File: src/design/pvd_pkg.sv
`timescale 1ns / 1ps
// Package for the prefixed varint decoder: item types, status codes,
// marker constants and the zigzag helper. No dependencies.
package pvd_pkg;

    // Largest first byte that is a value by itself.
    localparam logic [7:0] DIRECT_MAX = 8'h7f;
    localparam int unsigned NUM_MARKERS = 4;

    // Register indexes of the configuration port.
    typedef enum logic [1:0] {
        REG_MARKER_ONE   = 2'd0,
        REG_MARKER_TWO   = 2'd1,
        REG_MARKER_FOUR  = 2'd2,
        REG_MARKER_EIGHT = 2'd3
    } reg_index_t;

    // Result status codes.
    typedef enum logic [1:0] {
        STATUS_OK        = 2'd0,
        STATUS_RESERVED  = 2'd1,
        STATUS_TRUNCATED = 2'd2
    } status_t;

    typedef logic [7:0] marker_arr_t [NUM_MARKERS];

    // Payload length announced by each marker, and marker reset codes.
    localparam logic [3:0] MARKER_LEN [NUM_MARKERS] = '{4'd1, 4'd2, 4'd4, 4'd8};
    localparam logic [7:0] MARKER_RESET [NUM_MARKERS] = '{8'hfc, 8'hfd, 8'hfe, 8'hff};

    // One accepted input byte with its side flags.
    typedef struct packed {
        logic [7:0] in_byte;
        logic       end_of_buffer;
        logic       zigzag;
    } in_item_t;

    // One decoded result.
    typedef struct packed {
        logic [63:0] value_bits;
        status_t     status;
    } result_t;

    // Zigzag decode: (z >> 1) ^ -(z & 1).
    function automatic logic [63:0] zigzag_decode(input logic [63:0] z);
        return {1'b0, z[63:1]} ^ {64{z[0]}};
    endfunction

endpackage

File: src/design/pvd_in_stage.sv
`timescale 1ns / 1ps
// Input register of the prefixed varint decoder.
// Depends on pvd_pkg for the input item type.
module pvd_in_stage (
    input  logic              clk,
    input  logic              rst_n,
    input  logic              in_valid,
    output logic              in_ready,
    input  pvd_pkg::in_item_t in_item,
    input  logic              consume,
    output logic              item_valid,
    output pvd_pkg::in_item_t item
);
    import pvd_pkg::*;

    logic     valid_reg;
    in_item_t item_reg;

    // The register takes a new request when empty or when its item leaves now.
    assign in_ready   = !valid_reg || consume;
    assign item_valid = valid_reg;
    assign item       = item_reg;

    always_ff @(posedge clk or negedge rst_n)
    begin
        if (!rst_n)
        begin
            valid_reg <= 1'b0;
        end
        else if (in_ready)
        begin
            valid_reg <= in_valid;
        end
    end

    always_ff @(posedge clk)
    begin
        if (in_valid && in_ready)
        begin
            item_reg <= in_item;
        end
    end

endmodule

File: src/design/pvd_decode.sv
`timescale 1ns / 1ps
// Decode logic and state of the prefixed varint decoder: marker registers,
// collection state and the per-byte result. Depends on pvd_pkg.
module pvd_decode (
    input  logic              clk,
    input  logic              rst_n,
    input  logic              cfg_we,
    input  logic [1:0]        cfg_index,
    input  logic [7:0]        cfg_wdata,
    input  logic              fire,
    input  pvd_pkg::in_item_t item,
    output logic              res_valid,
    output pvd_pkg::result_t  result
);
    import pvd_pkg::*;

    marker_arr_t markers_reg;
    logic        collecting_reg, collecting_next;
    logic [3:0]  bytes_left_reg, bytes_left_next;
    logic [63:0] acc_reg, acc_next;
    logic        zz_latched_reg, zz_latched_next;

    logic [63:0] acc_shift;
    logic [3:0]  left_dec;
    logic        match;
    logic [3:0]  match_len;

    // Configuration registers.
    always_ff @(posedge clk or negedge rst_n)
    begin
        if (!rst_n)
        begin
            markers_reg <= MARKER_RESET;
        end
        else if (cfg_we)
        begin
            markers_reg[cfg_index] <= cfg_wdata;
        end
    end

    // Marker match, shortest length first when codes are equal.
    always_comb
    begin
        match     = 1'b0;
        match_len = MARKER_LEN[0];
        for (int i = NUM_MARKERS - 1; i >= 0; i--)
        begin
            if (item.in_byte == markers_reg[i])
            begin
                match     = 1'b1;
                match_len = MARKER_LEN[i];
            end
        end
    end

    assign acc_shift = {acc_reg[55:0], item.in_byte};
    assign left_dec  = bytes_left_reg - 4'd1;

    // Next state and result for the byte in the input register.
    always_comb
    begin
        collecting_next = collecting_reg;
        bytes_left_next = bytes_left_reg;
        acc_next        = acc_reg;
        zz_latched_next = zz_latched_reg;
        res_valid       = 1'b0;
        result          = '{value_bits: 64'd0, status: STATUS_OK};
        if (collecting_reg)
        begin
            acc_next        = acc_shift;
            bytes_left_next = left_dec;
            if (left_dec == 4'd0)
            begin
                collecting_next = 1'b0;
                res_valid       = 1'b1;
                result.value_bits = zz_latched_reg ? zigzag_decode(acc_shift) : acc_shift;
            end
            else if (item.end_of_buffer)
            begin
                collecting_next = 1'b0;
                bytes_left_next = 4'd0;
                res_valid       = 1'b1;
                result.status   = STATUS_TRUNCATED;
            end
        end
        else if (item.in_byte <= DIRECT_MAX)
        begin
            res_valid         = 1'b1;
            result.value_bits = item.zigzag ? zigzag_decode({56'd0, item.in_byte})
                                            : {56'd0, item.in_byte};
        end
        else if (match)
        begin
            if (item.end_of_buffer)
            begin
                res_valid     = 1'b1;
                result.status = STATUS_TRUNCATED;
            end
            else
            begin
                collecting_next = 1'b1;
                bytes_left_next = match_len;
                acc_next        = 64'd0;
                zz_latched_next = item.zigzag;
            end
        end
        else
        begin
            res_valid     = 1'b1;
            result.status = STATUS_RESERVED;
        end
    end

    // State moves only when the byte is consumed.
    always_ff @(posedge clk or negedge rst_n)
    begin
        if (!rst_n)
        begin
            collecting_reg <= 1'b0;
            bytes_left_reg <= 4'd0;
            acc_reg        <= 64'd0;
            zz_latched_reg <= 1'b0;
        end
        else if (fire)
        begin
            collecting_reg <= collecting_next;
            bytes_left_reg <= bytes_left_next;
            acc_reg        <= acc_next;
            zz_latched_reg <= zz_latched_next;
        end
    end

    // While gathering there is always at least one payload byte to come.
    assert property (@(posedge clk) disable iff (!rst_n)
        collecting_reg |-> (bytes_left_reg != 4'd0 && bytes_left_reg <= 4'd8))
        else $error("collecting with bad byte count");

    // Error results carry a zero value.
    assert property (@(posedge clk) disable iff (!rst_n)
        (res_valid && result.status != STATUS_OK) |-> result.value_bits == 64'd0)
        else $error("error result with nonzero value");

    // Starting a value clears the accumulator.
    assert property (@(posedge clk) disable iff (!rst_n)
        (fire && !collecting_reg && collecting_next) |=> acc_reg == 64'd0)
        else $error("accumulator not cleared at value start");

endmodule

File: src/design/pvd_out_stage.sv
`timescale 1ns / 1ps
// Result register of the prefixed varint decoder.
// Depends on pvd_pkg for the result type.
module pvd_out_stage (
    input  logic             clk,
    input  logic             rst_n,
    input  logic             load,
    input  pvd_pkg::result_t result,
    output logic             can_take,
    output logic             out_valid,
    input  logic             out_ready,
    output pvd_pkg::result_t out_result
);
    import pvd_pkg::*;

    logic    valid_reg;
    result_t result_reg;

    // The register is free when empty or when its result is taken now.
    assign can_take   = !valid_reg || out_ready;
    assign out_valid  = valid_reg;
    assign out_result = result_reg;

    always_ff @(posedge clk or negedge rst_n)
    begin
        if (!rst_n)
        begin
            valid_reg <= 1'b0;
        end
        else if (can_take)
        begin
            valid_reg <= load;
        end
    end

    always_ff @(posedge clk)
    begin
        if (load && can_take)
        begin
            result_reg <= result;
        end
    end

endmodule

File: src/design/prefixed_varint_decoder_unit.sv
`timescale 1ns / 1ps
// Top level of the prefixed varint decoder.
// Depends on pvd_pkg, pvd_in_stage, pvd_decode and pvd_out_stage.
//
// Usage: encoded bytes arrive on the s_ stream, one byte per request, with
// tlast marking the last byte of the buffer and tuser the zigzag flag.
// A first byte up to 0x7f is a value; a byte equal to one of the four marker
// registers announces 1, 2, 4 or 8 big-endian payload bytes. Decoded values
// leave on the m_ stream with the status code in tuser; error results carry
// a zero value. Bytes that open or continue a value give no result.
// A result's last byte is first held in the input register, and the decode
// pass loads the result register from it once that register can take it.
// Throughput: one byte per cycle unless a result waits on a stalled receiver,
// set by the single decode pass between the two registers.
// Reset clears the collection state and loads the markers with 0xfc, 0xfd,
// 0xfe and 0xff. The user writes marker registers through cfg_we, cfg_index
// and cfg_wdata only while the stream is idle; the block does not check it.
// When the receiver stalls, the result register holds its result and the
// input register still takes bytes that give no result; a byte that would
// give a result waits in the input register and s_tready drops.
module prefixed_varint_decoder_unit (
    input  logic        clk,
    input  logic        rst_n,
    input  logic        cfg_we,
    input  logic [1:0]  cfg_index,
    input  logic [7:0]  cfg_wdata,
    input  logic        s_tvalid,
    output logic        s_tready,
    input  logic [7:0]  s_tdata,   // [7:0] in_byte
    input  logic        s_tlast,   // end_of_buffer
    input  logic        s_tuser,   // [0] zigzag
    output logic        m_tvalid,
    input  logic        m_tready,
    output logic [63:0] m_tdata,   // [63:0] value_bits
    output logic [1:0]  m_tuser    // [1:0] status
);
    import pvd_pkg::*;

    in_item_t in_item;
    in_item_t item;
    logic     item_valid;
    logic     res_valid;
    result_t  result;
    result_t  out_result;
    logic     can_take;
    logic     consume;

    assign in_item = '{in_byte: s_tdata, end_of_buffer: s_tlast, zigzag: s_tuser};

    // A byte leaves the input register when its result, if any, can be stored.
    assign consume = item_valid && (can_take || !res_valid);

    pvd_in_stage u_in (
        .clk        (clk),
        .rst_n      (rst_n),
        .in_valid   (s_tvalid),
        .in_ready   (s_tready),
        .in_item    (in_item),
        .consume    (consume),
        .item_valid (item_valid),
        .item       (item)
    );

    pvd_decode u_decode (
        .clk       (clk),
        .rst_n     (rst_n),
        .cfg_we    (cfg_we),
        .cfg_index (cfg_index),
        .cfg_wdata (cfg_wdata),
        .fire      (consume),
        .item      (item),
        .res_valid (res_valid),
        .result    (result)
    );

    pvd_out_stage u_out (
        .clk        (clk),
        .rst_n      (rst_n),
        .load       (consume && res_valid),
        .result     (result),
        .can_take   (can_take),
        .out_valid  (m_tvalid),
        .out_ready  (m_tready),
        .out_result (out_result)
    );

    assign m_tdata = out_result.value_bits;
    assign m_tuser = out_result.status;

endmodule

File: config.mk
export PLATFORM = sky130hd
export DESIGN_NAME = prefixed_varint_decoder_unit
export DESIGN_NICKNAME = d
export VERILOG_FILES = /design/src/design/pvd_pkg.sv /design/src/design/pvd_in_stage.sv /design/src/design/pvd_decode.sv /design/src/design/pvd_out_stage.sv /design/src/design/prefixed_varint_decoder_unit.sv
export SDC_FILE = /design/constraint.sdc
export NUM_CORES = 1
export LEC_CHECK = 0
export ABC_AREA = 1
export BUFFER_PORTS_ARGS = -buffer_cell sky130_fd_sc_hd__buf_2
export CAP_MARGIN = 40
export CORE_MARGIN = 8
export CORE_UTILIZATION = 40
export CTS_CLUSTER_SIZE = 40
export DETAILED_ROUTE_END_ITERATION = 12
export GPL_ROUTABILITY_DRIVEN = 0
export PLACE_DENSITY = 0.66
export SYNTH_ARGS = -nofsm -noshare
export SYNTH_HDL_FRONTEND = slang
export SYNTH_SLANG_ARGS = --single-unit
export TNS_END_PERCENT = 1
File: constraint.sdc
create_clock -name clk -period 3.3 [get_ports clk]
set_input_delay 0.495 -clock clk [delete_from_list [all_inputs] [get_ports clk]]
set_output_delay 0.495 -clock clk [all_outputs]
set_load 0.03 [all_outputs]
After elaboration in Yosys (flattened, before gate mapping)
Cells that the tools add are included.
{"block": "word_totals", "regBits": 172, "output_inout_bits": 68}
{"block": "op_classes", "addsub": 1, "n_lt_le_gt_ge": 3, "n_eq_ne": 6, "muxes": 40, "bitwise_logic": 6, "reduce_logical": 15}
{"operator": "$mux 64", "n": 4}
{"operator": "$mux 56", "n": 4}
{"operator": "$mux 66", "n": 1}
{"operator": "$xor 63x64->64", "n": 1}
{"operator": "$xor 7x64->64", "n": 1}
{"operator": "$mux 4", "n": 10}
{"operator": "$bwmux 32", "n": 1}
{"operator": "$eq 8x8->1", "n": 4}
{"operator": "$demux 8 s2", "n": 1}
{"operator": "$mux 1", "n": 14}
{"operator": "$le 8x7->1 const B", "n": 1}
{"operator": "$mux 2", "n": 4}
{"operator": "$mux 8", "n": 1}
{"operator": "$logic_and 1x1->1", "n": 5}
{"operator": "$reduce_and 5->1", "n": 1}
{"operator": "$logic_not 4->1", "n": 1}
{"operator": "$ne 2x1->1 const B", "n": 2}
{"operator": "$reduce_and 4->1", "n": 1}
{"operator": "$sub 4x1->4 const B", "n": 1}
{"operator": "$ge 3x3->1 const B", "n": 1}
{"operator": "$logic_not 1->1", "n": 3}
{"operator": "$logic_or 1x1->1", "n": 3}
{"operator": "$lt 3x1->1 const B", "n": 1}
{"operator": "$not 1->1", "n": 3}
{"operator": "2 further kinds", "n": 2}

Depth between registers and ports, before layout
{"block": "logic_depth", "ltp_word": 13, "ltp_mapped": 15, "ltp_nobuf": 14}

Modules after synthesis
Synthesis repeated with hierarchy kept, for this count alone.
{"block": "hier_totals", "cells_unflattened": 955, "hier_area_um2": 8639.5}
{"mod": "pvd_decode", "n_inst": 1, "cells_per_inst": 862, "area_per_inst_um2": 6242.2, "seq_area_each_um2": 2387.3}
{"mod": "pvd_out_stage", "n_inst": 1, "cells_per_inst": 72, "area_per_inst_um2": 2026.9, "seq_area_each_um2": 2006.9}
{"mod": "pvd_in_stage", "n_inst": 1, "cells_per_inst": 16, "area_per_inst_um2": 345.3, "seq_area_each_um2": 325.3}
{"mod": "prefixed_varint_decoder_unit", "n_inst": 1, "cells_per_inst": 5, "area_per_inst_um2": 25.0, "seq_area_each_um2": 0.0}

Worst setup path before layout
Ideal clock, no wire load.
{"block": "synth_path", "path_type": "register -> register", "startpoint": "reg u_decode.markers_reg[15] (netlist name)", "endpoint": "reg u_out.result_reg, in the netlist u_out.out_result[0], enable pin", "t_arrival_ns": 2.711, "setup_slack_ns": 0.169, "stages_incl_launch_ff": 13, "path_buffers": 0, "synth_period_minus_slack_ns": 3.131, "cell_sequence": "dfstp_2 > inv_1 > nand2_1 > nand2_1 > nor2_1 > nand2_1 > nor2_1 > nor2_1 > nand2_2 > nand2_2 > nand3_2 > nand3_1 > inv_1"}
{"block": "synth_between", "elab_chain_cells": 12}
{"item": "from (decl)", "line": "pvd_decode.sv:17", "source": "marker_arr_t markers_reg;"}
{"item": "from (signal, indexed assignment)", "line": "pvd_decode.sv:37", "source": "markers_reg[cfg_index] <= cfg_wdata;"}
{"item": "$eq 8x8->1 *", "line": "pvd_decode.sv:48", "source": "if (item.in_byte == markers_reg[i])"}
{"item": "$mux 1 * (3 in a row)", "line": "pvd_decode.sv:48"}
{"item": "$mux 1 *", "line": "pvd_decode.sv:92", "source": "else if (match)"}
{"item": "$mux 1 *", "line": "pvd_decode.sv:86", "source": "else if (item.in_byte <= DIRECT_MAX)"}
{"item": "$mux 1 *", "line": "pvd_decode.sv:68", "source": "if (collecting_reg)"}
{"item": "$logic_not 1->1", "line": "prefixed_varint_decoder_unit.sv:51", "source": "assign consume = item_valid && (can_take || !res_valid);"}
{"item": "$logic_or 1x1->1", "line": "prefixed_varint_decoder_unit.sv:51"}
{"item": "$logic_and 1x1->1", "line": "prefixed_varint_decoder_unit.sv:51"}
{"item": "$logic_and 1x1->1 *", "line": "prefixed_varint_decoder_unit.sv:79", "source": ".load (consume && res_valid),"}
{"item": "$logic_and 1x1->1 *", "line": "pvd_out_stage.sv:38", "source": "if (load && can_take)"}
{"item": "to (signal assigned)", "line": "pvd_out_stage.sv:40", "source": "result_reg <= result;"}
{"item": "to (decl)", "line": "pvd_out_stage.sv:17", "source": "result_t result_reg;"}
Mark *: on every way between the ends. The rest lies on a longest branch, timed or not.
A chain may end at the register's enable or synchronous reset.

Worst setup path in the final report
{"block": "layout_path", "startpoint": "reg u_in.item_reg, in the netlist u_in.item[8]", "endpoint": "out s_tready"}
{"block": "layout_between", "elab_chain_cells": 12, "word_cells_on_any_way": 16, "classes_between": "order compare: 1; eq/ne: 4; mux: 7; reduce/logical: 4"}
{"item": "from (decl)", "line": "pvd_in_stage.sv:17", "source": "in_item_t item_reg;"}
{"item": "from (signal assigned)", "line": "pvd_in_stage.sv:40", "source": "item_reg <= in_item;"}
{"item": "$eq 8x8->1", "line": "pvd_decode.sv:48"}
{"item": "$mux 1 (4 in a row)", "line": "pvd_decode.sv:48"}
{"item": "$mux 1", "line": "pvd_decode.sv:92"}
{"item": "$mux 1 *", "line": "pvd_decode.sv:86"}
{"item": "$mux 1 *", "line": "pvd_decode.sv:68"}
{"item": "$logic_not 1->1 *", "line": "prefixed_varint_decoder_unit.sv:51"}
{"item": "$logic_or 1x1->1 *", "line": "prefixed_varint_decoder_unit.sv:51"}
{"item": "$logic_and 1x1->1 *", "line": "prefixed_varint_decoder_unit.sv:51"}
{"item": "$logic_or 1x1->1 *", "line": "pvd_in_stage.sv:20", "source": "assign in_ready = !valid_reg || consume;"}
{"item": "to (decl)", "line": "prefixed_varint_decoder_unit.sv:28", "source": "output logic s_tready,"}
Marks and branches as above.

==> key figures <==
Outcome
  • Status: completed

Clock tree
  • Total CTS buffers: 17
  • Post_cts resized: 0
  • Maximum root-to-sink buffer count: 2
  • TritonCTS clock tree: built
  • Register clock-pin slew on the reported worst setup and hold paths: 0.07 ns
  • Clock sinks: between 150 and 200
  • Hold buffers post-CTS: 0
  • H-tree depth: 4
  • Worst-Skew Late Latency: 0.43 ns
  • Setup Buffers After CTS: 0
  • Root Driver: clkbuf_16

Detailed routing
  • Initial DRC Count: about 540
  • Vias after detailed routing: about 6400
  • Drt pass-1 iters: 5
  • DRC errors left: 0
  • Drt via density: around 5.1
  • WL/cell: 15.8 um
  • DRT Wirelength: 20000 um
  • Antenna-violating nets left: 0

Cells and area
  • Max reg flops: 66
  • Layout area overhead: 14.6%
  • Nets: just over 1000
  • Commonest non-fill, non-tap cell in the layout: nand2_1
  • Register area: between 4000 and 5000 um2
  • Antenna cell count: 0
  • Fin cells: 1270
  • Filler cells: roughly 2000
  • Multi-input gate area: 3060 um2
  • Most frequent cells in the layout: nand2_1, inv_1, buf_2
  • Share of cells above drive strength 1: between 10% and 20%

Timing
  • Final setup violation count: 0
  • Max Freq: 337 MHz
  • RSZ-0062 raised after global routing: no
  • Worst-margin pin slew: just under 0.7 ns
  • Period utilization: 89.9%
  • Worst Hold Slack: ~0.093 ns
  • Final Max Tran Viols: 0
  • Final Hold Vio Count: 0
  • Fin worst setup slack: around 0.33 ns
  • Setup_tns: 0 ns
  • Layout Skew: about 0.012 ns
  • Min Tclk post-route: between 2 and 3 ns
  • Rel. slew slack: a little over half

Global route
  • First-pass GRT wire length: 33300 um
  • Congestion Overflow GR: 0
  • Largest net degree at the start of global routing: 64
  • Gr usage total: roughly 16%
  • Vias in the first global route: approximately 6300
  • Initial antenna violation count: 0

Pwr
  • Logic pwr share: around a fifth
  • Sw Pwr: 1.95 mW
  • Pint: ~4.0 mW
  • VDD IR max: 0.430 mV
  • Lkg Pwr: 4.34 nW
  • Pwr/cell area: 614 nW/um2
  • Switch share: between 30% and 40%
  • Final total power: 6.00 mW
  • Seq pwr share: between 40 and 50%
  • Clk pwr share: between 30% and 40%

Die
  • Die Height: approximately 160 um
  • CORE AREA: 21000 um2
  • # IOs: 93
  • # rows: 53
  • Die ar.: between 20000 and 30000 um2
  • Chip width: 162 um
  • Initial Utilization: 40.7%

Worst setup path
  • Worst-path fanout max: 8
  • WP data arrival: ~2.5 ns
  • Critical path capture point type: primary output
  • Startpoint type of the worst setup path: register
  • WS Path Type: reg -> out
  • Critical Path RT: around 2.8 ns

Yosys
  • Syn_nets: 945
  • Synth cell types: 29
  • Synthesized flop and latch total: about 170
  • Synth warn: 0
  • Mapped Area: 8530 um2
  • Sequential area share after synthesis: between 50% and 60%
  • Synth Area per Inst: around 9.3 um2
  • Syn Inst Count: 917

Place
  • Placed insts: ~1200
  • Setup WS pre-CTS: 0.603 ns
  • I/O Buffers: 92
  • Post-DP HPWL: 13600 um

Hold path
  • Hold crit path type: in -> async

Run
  • Maxcap violations: 0
## worst paths after layout
check	from	to	slack, ns	cells past startpoint
setup / recovery	u_in.item[8]	s_tready	0.33	13
hold / removal	rst_n	u_decode.acc_reg[22]	0.09	1
setup reg to reg	u_in.item[8]	u_decode.acc_reg[44]	0.60	15
hold reg to reg	u_decode.bytes_left_reg[1]	u_decode.bytes_left_reg[1]	0.48	2
max in group asynchronous	rst_n	u_decode.markers_reg[16]	2.32	2
min in group clk	s_tdata[7]	u_in.item[9]	0.24	1
## layer usage
layer | GRT usage [%] | up-vias | routed length, um
met2 | 24.3 | 183 | 9260
met4 | 5.60 | 0 | 427
li1 | - | 3188 | -
met1 | 21.2 | 3037 | 9120
met3 | 4.00 | 33 | 1240
met5 | 0 | - | 0
## critical path, cell delays in order (launching register included)
cell and delay, ns:
edfxtp_1 0.59, inv_2 0.13, nand2_1 0.08, nand2_1 0.06, nor2_1 0.18, nand2_1 0.07, nor2_1 0.20, nor2_1 0.08
nand2_2 0.11, nand2_2 0.07, nand2_1 0.06, inv_1 0.06, nand3_1 0.11, buf_2 0.24
## power groups by stage
stage	registers (mW)	clock network, mW	logic [mW]
2_1_floorplan	3.06	0	0.619
3_3_place_gp	2.82	0	1.20
3_5_place_dp	2.83	0	1.23
4_1_cts	2.79	2.03	1.23
5_1_grt	2.82	2.12	1.36
6_report	2.79	1.99	1.22
## logic make-up after synthesis
| kind of cell | after synthesis | synth area share, % |
|---|---|---|
| AOI/OAI and AO/OA | 105 | 8.85 |
| xor gates and xnor gates | 66 | 6.78 |
| adders and majority gates | 3 | 0.440 |
| buffers and inverters | 180 | 8.91 |
| DFF | 172 | 55.4 |
| and+or+nand+nor | 391 | 19.7 |
## cell type report
class                      count  share of cell area, %
multi-input combinational    565                   31.3
clock buffer                  18                   4.50
tap                          275                   3.52
sequential                   172                   48.3
inverter                     117                   4.50
timing repair buffer         109                   6.30
clock inverter                14                   1.55
## stage by stage
step                utilization [%]  instance area [um2]
CTS                            46.6                 9770
finish                         46.6                 9770
floorplan                         -                 8530
detailed placement             43.8                 9180
global route                   46.6                 9770
global placement               43.7                 9160
## synth_stat cells
library cell  number  area (um2)
o221ai_1          58         508
ha_1               3        37.5
o22ai_1            6        37.5
o21ai_0           38         190
nand3_4            1        17.5
nor2_1            35         131
buf_1              2        7.51
o211ai_1           1        7.51
and2_1             2        12.5
inv_2              7        26.3
nand2_2            3        18.8
dfstp_2           28         736
xnor2_1           61         534
a31oi_1            1        6.26
buf_4              4        30.0
buf_2             19        95.1
nand3_2            1        10.0
buf_6              6        67.6
clkbuf_1          32         120
or2_2              1        6.26
inv_1            110         413
nand3b_1           1        7.51
nand3_1           12        60.1
a21oi_1            1        5.00
nand4_1           62         388
edfxtp_1          76        2280
dfrtp_1           68        1700
xor2_1             5        43.8
nand2_1          273        1020
Note: power is estimated with default switching activity, not from simulation.
